## src/svr_pkg.sv

```systemverilog
`timescale 1ns / 1ps

package svr_pkg;

    localparam int SAMPLE_DEPTH = 8192;
    localparam int ADDR_W       = $clog2(SAMPLE_DEPTH);
    localparam int LEN_W        = $clog2(SAMPLE_DEPTH + 1);

    localparam int ACTION_W     = 3;
    localparam int INDEX_W      = 13;
    localparam int SAMPLE_W     = 8;
    localparam int OUT_W        = 16;

    localparam int FREQ_W       = 18;
    localparam int RATE_W       = 18;
    localparam int SLEN_W       = 14;
    localparam int GAIN_W       = 9;
    localparam int CFG_IDX_W    = 3;
    localparam int CFG_DATA_W   = 18;

    localparam int PH_W         = 32;
    localparam int FRAC_W       = 16;
    localparam int IP_W         = PH_W - FRAC_W;
    localparam int CMP_W        = IP_W + 1;

    // shared restoring divider: step = (frequency << 16) / rate, wrap = ip % len
    localparam int DIV_N_W        = FREQ_W + FRAC_W;
    localparam int DIV_D_W        = RATE_W;
    localparam int DIV_CNT_W      = $clog2(DIV_N_W + 1);
    localparam int DIV_STEP_ITERS = DIV_N_W;
    localparam int DIV_WRAP_ITERS = IP_W;

    localparam logic [ACTION_W-1:0] ACT_LOAD    = ACTION_W'(0);
    localparam logic [ACTION_W-1:0] ACT_START   = ACTION_W'(1);
    localparam logic [ACTION_W-1:0] ACT_STOP    = ACTION_W'(2);
    localparam logic [ACTION_W-1:0] ACT_SET_POS = ACTION_W'(3);
    localparam logic [ACTION_W-1:0] ACT_FRAME   = ACTION_W'(4);

    localparam logic [CFG_IDX_W-1:0] CFG_FREQUENCY     = CFG_IDX_W'(0);
    localparam logic [CFG_IDX_W-1:0] CFG_OUTPUT_RATE   = CFG_IDX_W'(1);
    localparam logic [CFG_IDX_W-1:0] CFG_SAMPLE_LENGTH = CFG_IDX_W'(2);
    localparam logic [CFG_IDX_W-1:0] CFG_GAIN_LEFT     = CFG_IDX_W'(3);
    localparam logic [CFG_IDX_W-1:0] CFG_GAIN_RIGHT    = CFG_IDX_W'(4);

    typedef struct packed {
        logic store_wr;
        logic read_a;
        logic read_b;
        logic mix;
        logic emit;
        logic emit_zero;
        logic stop;
        logic set_pos;
        logic step_div;
        logic step_done;
        logic wrap_done;
    } svr_cmd_t;

    typedef struct packed {
        logic playing;
        logic wrap_needed;
        logic div_idle;
    } svr_status_t;

endpackage

```

## src/svr_ctrl.sv

```systemverilog
`timescale 1ns / 1ps

module svr_ctrl
    import svr_pkg::*;
(
    input  logic                clk,
    input  logic                rst_n,
    input  logic                in_valid,
    input  logic [ACTION_W-1:0] in_action,
    output logic                in_ready,
    output logic                out_valid,
    input  logic                out_ready,
    input  svr_status_t         status,
    output svr_cmd_t            cmd
);

    typedef enum logic [6:0] {
        S_IDLE     = 7'b0000001,
        S_RD_B     = 7'b0000010,
        S_MIX      = 7'b0000100,
        S_GAIN     = 7'b0001000,
        S_ZERO     = 7'b0010000,
        S_DIV_STEP = 7'b0100000,
        S_WRAP     = 7'b1000000
    } state_t;

    state_t state_reg, state_next;
    logic   out_valid_reg, out_valid_next;
    logic   slot_free;

    assign slot_free = !out_valid_reg || out_ready;

    always_comb
    begin
        cmd        = '0;
        state_next = state_reg;
        case (state_reg)
            S_IDLE:
            begin
                if (in_valid)
                begin
                    case (in_action)
                        ACT_LOAD:    cmd.store_wr = 1'b1;
                        ACT_START:
                        begin
                            cmd.step_div = 1'b1;
                            state_next   = S_DIV_STEP;
                        end
                        ACT_STOP:    cmd.stop    = 1'b1;
                        ACT_SET_POS: cmd.set_pos = 1'b1;
                        ACT_FRAME:
                        begin
                            if (status.playing)
                            begin
                                cmd.read_a = 1'b1;
                                state_next = S_RD_B;
                            end
                            else
                            begin
                                state_next = S_ZERO;
                            end
                        end
                        default: ;
                    endcase
                end
            end
            S_RD_B:
            begin
                cmd.read_b = 1'b1;
                state_next = S_MIX;
            end
            S_MIX:
            begin
                cmd.mix    = 1'b1;
                state_next = S_GAIN;
            end
            S_GAIN:
            begin
                if (slot_free)
                begin
                    cmd.emit   = 1'b1;
                    state_next = status.wrap_needed ? S_WRAP : S_IDLE;
                end
            end
            S_ZERO:
            begin
                if (slot_free)
                begin
                    cmd.emit_zero = 1'b1;
                    state_next    = S_IDLE;
                end
            end
            S_DIV_STEP:
            begin
                if (status.div_idle)
                begin
                    cmd.step_done = 1'b1;
                    state_next    = S_IDLE;
                end
            end
            S_WRAP:
            begin
                if (status.div_idle)
                begin
                    cmd.wrap_done = 1'b1;
                    state_next    = S_IDLE;
                end
            end
            default: state_next = S_IDLE;
        endcase
    end

    always_comb
    begin
        if (cmd.emit || cmd.emit_zero)
        begin
            out_valid_next = 1'b1;
        end
        else if (out_ready)
        begin
            out_valid_next = 1'b0;
        end
        else
        begin
            out_valid_next = out_valid_reg;
        end
    end

    always_ff @(posedge clk or negedge rst_n)
    begin
        if (!rst_n)
        begin
            state_reg     <= S_IDLE;
            out_valid_reg <= 1'b0;
        end
        else
        begin
            state_reg     <= state_next;
            out_valid_reg <= out_valid_next;
        end
    end

    assign in_ready  = (state_reg == S_IDLE);
    assign out_valid = out_valid_reg;

endmodule

```

## config.mk

```make
export PLATFORM = sky130hd
export DESIGN_NAME = svr_ctrl
export DESIGN_NICKNAME = d
export VERILOG_FILES = /design/src/svr_pkg.sv /design/src/svr_ctrl.sv
export SDC_FILE = /design/constraint.sdc
export NUM_CORES = 1
export LEC_CHECK = 0
export BUFFER_PORTS_ARGS = -buffer_cell sky130_fd_sc_hd__buf_2
export CAP_MARGIN = 20
export CORE_AREA = 2 2 39 41
export DETAILED_ROUTE_END_ITERATION = 8
export DIE_AREA = 0 0 41 43
export GPL_TIMING_DRIVEN = 0
export PLACE_DENSITY = 0.75
export SYNTH_ARGS = -nofsm -noshare
export SYNTH_HDL_FRONTEND = slang
export SYNTH_SLANG_ARGS = --single-unit
```

## constraint.sdc

```tcl
create_clock -name clk -period 5.3 [get_ports clk]
set_input_delay 1.325 -clock clk [delete_from_list [all_inputs] [get_ports clk]]
set_output_delay 1.325 -clock clk [all_outputs]
set_load 0.01 [all_outputs]
```

### After elaboration in Yosys (flattened, before gate mapping)

Index checks and enable logic that the tools add are counted.

* register bits after elaboration: 8
* input bits: 10
* logic and storage cells: 53

* eq/ne operators: 16
* muxes and demuxes: 28
* reductions and logical operators: 7

Operators by type and width (number)
* 7-bit one-hot mux with 6 select lines: 1
* 7-bit 2-to-1 mux: 5
* 1-bit 2-to-1 mux: 16
* 7-bit one-hot mux with 2 select lines: 1
* 7-bit by 1-bit equality test with 1-bit output (second input constant): 1
* 7-bit by 2-bit equality test with 1-bit output (second input constant): 1
* 7-bit by 3-bit equality test with 1-bit output (second input constant): 1
* 7-bit by 4-bit equality test with 1-bit output (second input constant): 1
* 7-bit by 5-bit equality test with 1-bit output (second input constant): 1
* 7-bit by 6-bit equality test with 1-bit output (second input constant): 1
* 7-bit equality test (second input constant): 1
* 3-bit by 2-bit equality test with 1-bit output (second input constant): 2
* 3-bit 2-to-1 mux: 2
* 2-bit inequality test (second input constant): 3
* 5-bit 2-to-1 mux: 1
* 5-bit AND reduction: 1
* 2-bit 2-to-1 mux: 2
* 3-bit by 1-bit equality test with 1-bit output (second input constant): 1
* 3-bit equality test (second input constant): 1
* 3-bit zero test: 1
* 3-bit by 1-bit inequality test with 1-bit output (second input constant): 1
* 1-bit logical OR: 2
* 2-bit by 1-bit inequality test with 1-bit output (second input constant): 1
* 2-bit nonzero test: 1
* other kinds (2): 2

### Logic depth before layout (Yosys ltp)

Gate-level depths: netlist of run 1.

* depth after elaboration: 6
* mapped depth: 5
* mapped depth without buffers: 4

### Least setup slack after synthesis of run 1

OpenSTA, ideal clock, no wires.

* path type: input to output
* start: in out_ready
* end: out cmd[5] (netlist name)
* arrival time: 2.012 ns
* required time: 3.975 ns
* setup slack: 1.963 ns
* stages: 2
* path buffers: 0
* cells stage by stage: and2b_2 -> nor4bb_1

RTL lines
* start: declaration: RTL line svr_ctrl.sv:12 `input logic out_ready,`
* end: declaration: RTL line svr_ctrl.sv:14 `output svr_cmd_t cmd`

==> results of run 1 <==
-- cell usage after synthesis (2+ instances only) --
cell type	number	share of area (%)
mux2_1	2	3.7
nor3_1	4	3.3
dfrtp_1	7	29
nor2_1	7	4.3
nor4b_1	4	5.8
and3_1	4	4.1
nand2_1	3	1.9
inv_1	3	1.9
or3_2	2	2.5
a21oi_1	2	1.7
a21o_2	2	2.9
nand3b_1	2	2.5
or2b_2	2	2.9
-- layout by cell type, fill, tap and decap left out, types with 3 or more instances in the layout --
cell      instances
nand2_1           3
buf_2            22
clkbuf_4          3
inv_1             3
nor3_1            4
dfrtp_1           7
nor2_1            7
and3_1            4
nor4b_1           4
-- worst paths after layout --
path | start | to | slack (ns) | depth (start not counted)
min in group asynchronous | rst_n | state_reg[6] | 0.90 | 1
max in group asynchronous | rst_n | state_reg[0] | 4.16 | 1
hold / removal | state_reg[5] | state_reg[5] | 0.56 | 1
setup / recovery | in_action[2] | cmd[2] | 1.88 | 4
hold reg to reg | state_reg[5] | state_reg[5] | 0.56 | 1
setup reg to reg | state_reg[0] | state_reg[4] | 3.24 | 4
-- power groups by stage --
stage                     clock (mW)  sequential (mW)  combinational [mW]
after floorplan                    0           0.0844               0.109
after global placement             0           0.0874               0.136
after detailed placement           0           0.0874               0.140
after CTS                     0.0532           0.0867               0.141
after global routing          0.0561           0.0890               0.155
final                         0.0513           0.0877               0.139
-- per-layer routing --
metal	GRT usage [%]	vias to the layer above	wire length, um
li1	-	293	-
met1	22.7	270	541
met2	30.0	23	667
met3	3.66	4	76
met4	10.0	0	29
met5	0	-	0
-- cells by family after synthesis --
family / count (synthesis) / synth area share, %
flip-flops: 8 / 33.3
AND/OR/NAND/NOR: 38 / 40.9
XOR/XNOR: 2 / 2.89
multiplexers: 3 / 5.37
buffers and inverters: 4 / 3.72
AO/OA/AOI/OAI: 9 / 13.8
-- worst max-delay path, delay by kind of cell --
kind	cells	cell delay, ns
buffers and inverters	2	0.26
and+or+nand+nor	2	0.51
-- stage by stage --
stage                     worst slack, ns  instance area [um2]  total power, mW  util (%)
after detailed placement             1.87                  736            0.227      53.2
after CTS                            1.87                  762            0.280      55.1
after global placement               1.87                  736            0.223      53.2
after floorplan                      1.96                  606            0.193         -
final                                1.88                  762            0.278      55.1
after global routing                 1.76                  762            0.300      55.1
-- cell type report --
type,instances,share of cell area [%]
well taps,16,2.63
multi-input cells,52,50.1
flip-flops and latches,8,26.4
clock buffers,4,3.45
inverters,3,1.48
plain buffers,1,1.48
repair buffers,22,14.4
==> results.ini, run 1 <==
[logic_synthesis]
synth-async-reset-ratio_pct = 100
synth-edff-count = 0
avgSynthCellArea_um2 = 9.46
ys_ff_latch = 8
syn-num-nets = 74
syn_inst = 64
ys.flop_type = dfrtp_1
seq_area_frac_synth_pct = 33.3
synth_cell_types = 33
yosys_warnings = 0
synth_area_um2 = 606

[floorplanning]
rows = 14
die_area_mm2 = 0.00176
core-area_mm2 = 0.00138
die_w_um = 41
initial_core_util_pct = 43.8
io-pin-count = 23
die_h_um = 43

[layout]
drive_above_1_share_pct = 45.6
final_nets = 101
largest_reg_flops = 7
diodes = 0
fill_cells = 135
seqCellArea_um2 = 201
multi_input_area_um2 = 382
layout-area-overhead-vs-synth_pct = 25.8
stdcell_count = 106

[power]
peakVddDrop_v = 0.000207
comb_power_share_pct = 50.0
intPower_mw = 0.173
p_leak_nw = 0.389
power.density_mw_per_mm2 = 365
switchingPower_mw = 0.105
swShare_pct = 37.9
pwr-share-clk_pct = 18.4
seq_power_share_pct = 31.5

[placement]
dp_cells = 102
port_buffers = 22
place.gp.congestion = 0.680
place_hpwl_mm = 1.05

[setup_path]
path_max_fanout = 6
crit_top_cell = buf_2
critical_path_class = in -> out
crit_chain = buf_2, nor4b_1, and3_1, buf_2
critPathSlowestCell = nor4b_1
critPathArrivalTime_ns = 2.10
cpPeakStageDelay_ns = 0.32
endpoint_kind = output port
start_kind = input port
crit_required_ns = 3.97

[detailed_routing]
first_pass_iters = 4
final_antenna_net_count = 0
wl_per_cell_um = 12.4
vias = 590
vias_per_cell = 5.57
routed_wl_mm = 1.31
drtIter0Drc = 15
route.detailed.drc = 0

[sta]
rsz0062_at_grt = no
fin_crit_sh_pct = 64.6
drv_slew = 0
slew_headroom_pct = 66.6
fin_setup_tns_ns = 0
hold_violations = 0
setup_viol = 0
finClkSkew_ns = 0.000744
final.min_clock_period_ns = 3.42
worstMarginPinSlew_ns = 0.502
holdWs_ns = 0.563
max_freq_ghz = 0.292

[worst_hold_path]
hp-class = reg -> reg

[global_route]
antenna_found_initial = 0
overflow = 0
track_usage_pct = 18.9
grt_max_degree = 10
grt_pass1_vias = 537
grt_first_pass_wirelength_mm = 2.25

[clocking]
clk_pin_slew_ns = 0.06
cts_root_buf = clkbuf_4
post_cts_resized = 0
numCtsBuffers = 3
cts_tree = built
cts_sinks = 8
hold_buffers = 0
cts_buffer_depth = 2
htree_levels = 1
postCtsSetupBuffers = 0
clk-insertion-delay-late_ns = 0.26

[status]
status = complete, no violations

[run]
cap_violations = 0

Power figures use the tool's default switching activity.
==> run 2: changes to the inputs <==
--- a/config.mk
+++ b/config.mk
@@ -7,11 +7,11 @@
 export LEC_CHECK = 0
 export BUFFER_PORTS_ARGS = -buffer_cell sky130_fd_sc_hd__buf_2
 export CAP_MARGIN = 20
-export CORE_AREA = 2 2 39 41
+export CORE_MARGIN = 2
+export CORE_UTILIZATION = 42
 export DETAILED_ROUTE_END_ITERATION = 8
-export DIE_AREA = 0 0 41 43
 export GPL_TIMING_DRIVEN = 0
-export PLACE_DENSITY = 0.75
+export PLACE_DENSITY = 0.73
 export SYNTH_ARGS = -nofsm -noshare
 export SYNTH_HDL_FRONTEND = slang
 export SYNTH_SLANG_ARGS = --single-unit
==> constraint.sdc (replaced) <==
create_clock -name clk -period 2.89 [get_ports clk]
set_input_delay 0.7225 -clock clk [delete_from_list [all_inputs] [get_ports clk]]
set_output_delay 0.7225 -clock clk [all_outputs]
set_load 0.01 [all_outputs]
==> run 2 against run 1 <==
Sequential share of layout area is essentially flat. Wire length grew 4.2%. Global-route usage shrank 1.6 points. Count of clock-buffer cells in the layout is the same. First-iteration DRC count shrank 13%. Hold slack lost 0.27 ns. Combinational power grew 83%. Non-clock buffer count is the same.
==> results.ini, run 2 (synthesis gave the netlist of run 1 again) <==
[status]
status = complete, no violations

[clocking]
postCtsSetupBuffers = 0  ; unchanged
cts_buffer_depth = 2  ; unchanged
htree_levels = 1  ; unchanged
cts_root_buf = clkbuf_4
cts_sinks = 8  ; unchanged
post_cts_resized = 0  ; unchanged
clk_pin_slew_ns = 0.06  ; about the same
numCtsBuffers = 3  ; unchanged
hold_buffers = 0  ; unchanged
cts_tree = built
clk-insertion-delay-late_ns = 0.26  ; about the same

[sta]
slew_headroom_pct = 68.2  ; +1.6 points
drv_slew = 0  ; unchanged
rsz0062_at_grt = no
fin_setup_tns_ns = 0  ; unchanged
finClkSkew_ns = 0.0123  ; +0.0116 ns
setup_slack_ns = 0.134  ; -1.74 ns
max_freq_ghz = 0.363
holdWs_ns = 0.294  ; -0.269 ns
worstMarginPinSlew_ns = 0.471  ; -0.0308 ns
setup_viol = 0  ; unchanged
final.min_clock_period_ns = 2.76
hold_violations = 0  ; unchanged
fin_crit_sh_pct = 95.3

[global_route]
grt_pass1_vias = 532  ; -0.93%
overflow = 0  ; unchanged
grt_max_degree = 10  ; unchanged
antenna_found_initial = 0  ; unchanged
grt_first_pass_wirelength_mm = 2.35  ; +4.3%
track_usage_pct = 17.3  ; -1.6 points

[detailed_routing]
final_antenna_net_count = 0  ; unchanged
wl_per_cell_um = 13.0  ; +5.2%
vias_per_cell = 5.56  ; about the same
first_pass_iters = 4  ; unchanged
drtIter0Drc = 13  ; -2
routed_wl_mm = 1.37  ; +4.2%
vias = 584  ; -1.0%
route.detailed.drc = 0  ; unchanged

[floorplanning]
initial_core_util_pct = 46.0  ; +2.2 points
die_area_mm2 = 0.00176  ; about the same
rows = 13  ; -1
core-area_mm2 = 0.00132  ; -4.8%
die_h_um = 42.0  ; -2.4%
die_w_um = 42.0  ; +2.4%
io-pin-count = 23  ; unchanged

[layout]
layout-area-overhead-vs-synth_pct = 25.6
largest_reg_flops = 7  ; unchanged
final_cell_mix = buf_2 (22), nor2_1 (7), dfrtp_1 (7)
drive_above_1_share_pct = 45.6  ; unchanged
final_common_cell = buf_2
stdcell_count = 105  ; -0.94%
final_nets = 101  ; unchanged
diodes = 0  ; unchanged

[setup_path]
crit_path_end = cmd[9]
crit_required_ns = 2.17  ; -1.80 ns
timing.rr.start = state_reg[0]
path_max_fanout = 8  ; +2
start_kind = flip-flop
worstRegToRegCells = 4  ; unchanged
rrSetupSlack_ns = 0.83  ; -2.41 ns
r2r_end = state_reg[4]
endpoint_kind = output port
critical_path_class = reg -> out
crit_start = state_reg[0]
critPathArrivalTime_ns = 2.03  ; -0.07 ns

[power]
p_leak_nw = 0.389  ; unchanged
peakVddDrop_v = 0.000365  ; +76%
total_power_mw = 0.511  ; +84%
power.density_mw_per_mm2 = 671  ; +84%

[placement]
dp_cells = 101  ; -0.98%
place.gp.congestion = 0.702  ; +3.2%
port_buffers = 22  ; unchanged
place_hpwl_mm = 1.06  ; +0.93%
post-place-ws_ns = 0.398  ; -1.47 ns

[run]
cap_violations = 0  ; unchanged

[worst_hold_path]
hp-class = in -> async

## run 2: cell counts in the layout (fill, tap and decap cells not counted)
No cell type changed its count.
## run 2: layout make-up
class | count | area (um2)
flip-flops and latches | 8 | 201
multi-input cells | 52 | 382
fillers | 119 | 557
plain buffers | 1 | 11.3
well taps | 15 | 18.8
repair buffers | 22 | 110
inverters | 3 | 11.3
clock buffers | 4 | 26.3
## run 2: layer usage
| metal | vias up | wire length, um | global-route usage, % |
|---|---|---|---|
| li1 | 291 | - | - |
| met1 | 265 | 648 | 22.0 |
| met2 | 26 | 624 | 27.5 |
| met3 | 2 | 76 | 3.02 |
| met4 | 0 | 21 | 9.68 |
| met5 | - | 0 | 0 |
## run 2: report_power, final
part | total, mW | switching, mW | internal (mW)
clock network | 0.0939 | 0.0410 | 0.0529
registers | 0.162 | 0.0254 | 0.136
logic | 0.255 | 0.127 | 0.128
total | 0.511 | 0.194 | 0.317
## run 2: how the worst min path moves through the flow
stage	startpoint	endpoint	slack [ns]	cells after the start
floorplan	rst_n	out_valid	0.43	0
global placement	state_reg[5]	state_reg[5]	0.53	1
detailed placement	state_reg[5]	state_reg[5]	0.53	1
CTS	rst_n	state_reg[6]	0.30	1
global route	rst_n	state_reg[6]	0.31	1
finish	rst_n	state_reg[6]	0.29	1
## run 2: stage by stage
step                area (um2)  utilization [%]
CTS                        761             57.7
detailed placement         734             55.7
global route               761             57.7
finish                     761             57.7
global placement           734             55.7
floorplan                  606                -
## run 2: critical path: stages, from the launching register on
cell	delay, ns
dfstp_2	0.60
or4b_4	0.52
nor2_1	0.20
and3_1	0.19
and3_1	0.15
buf_2	0.12
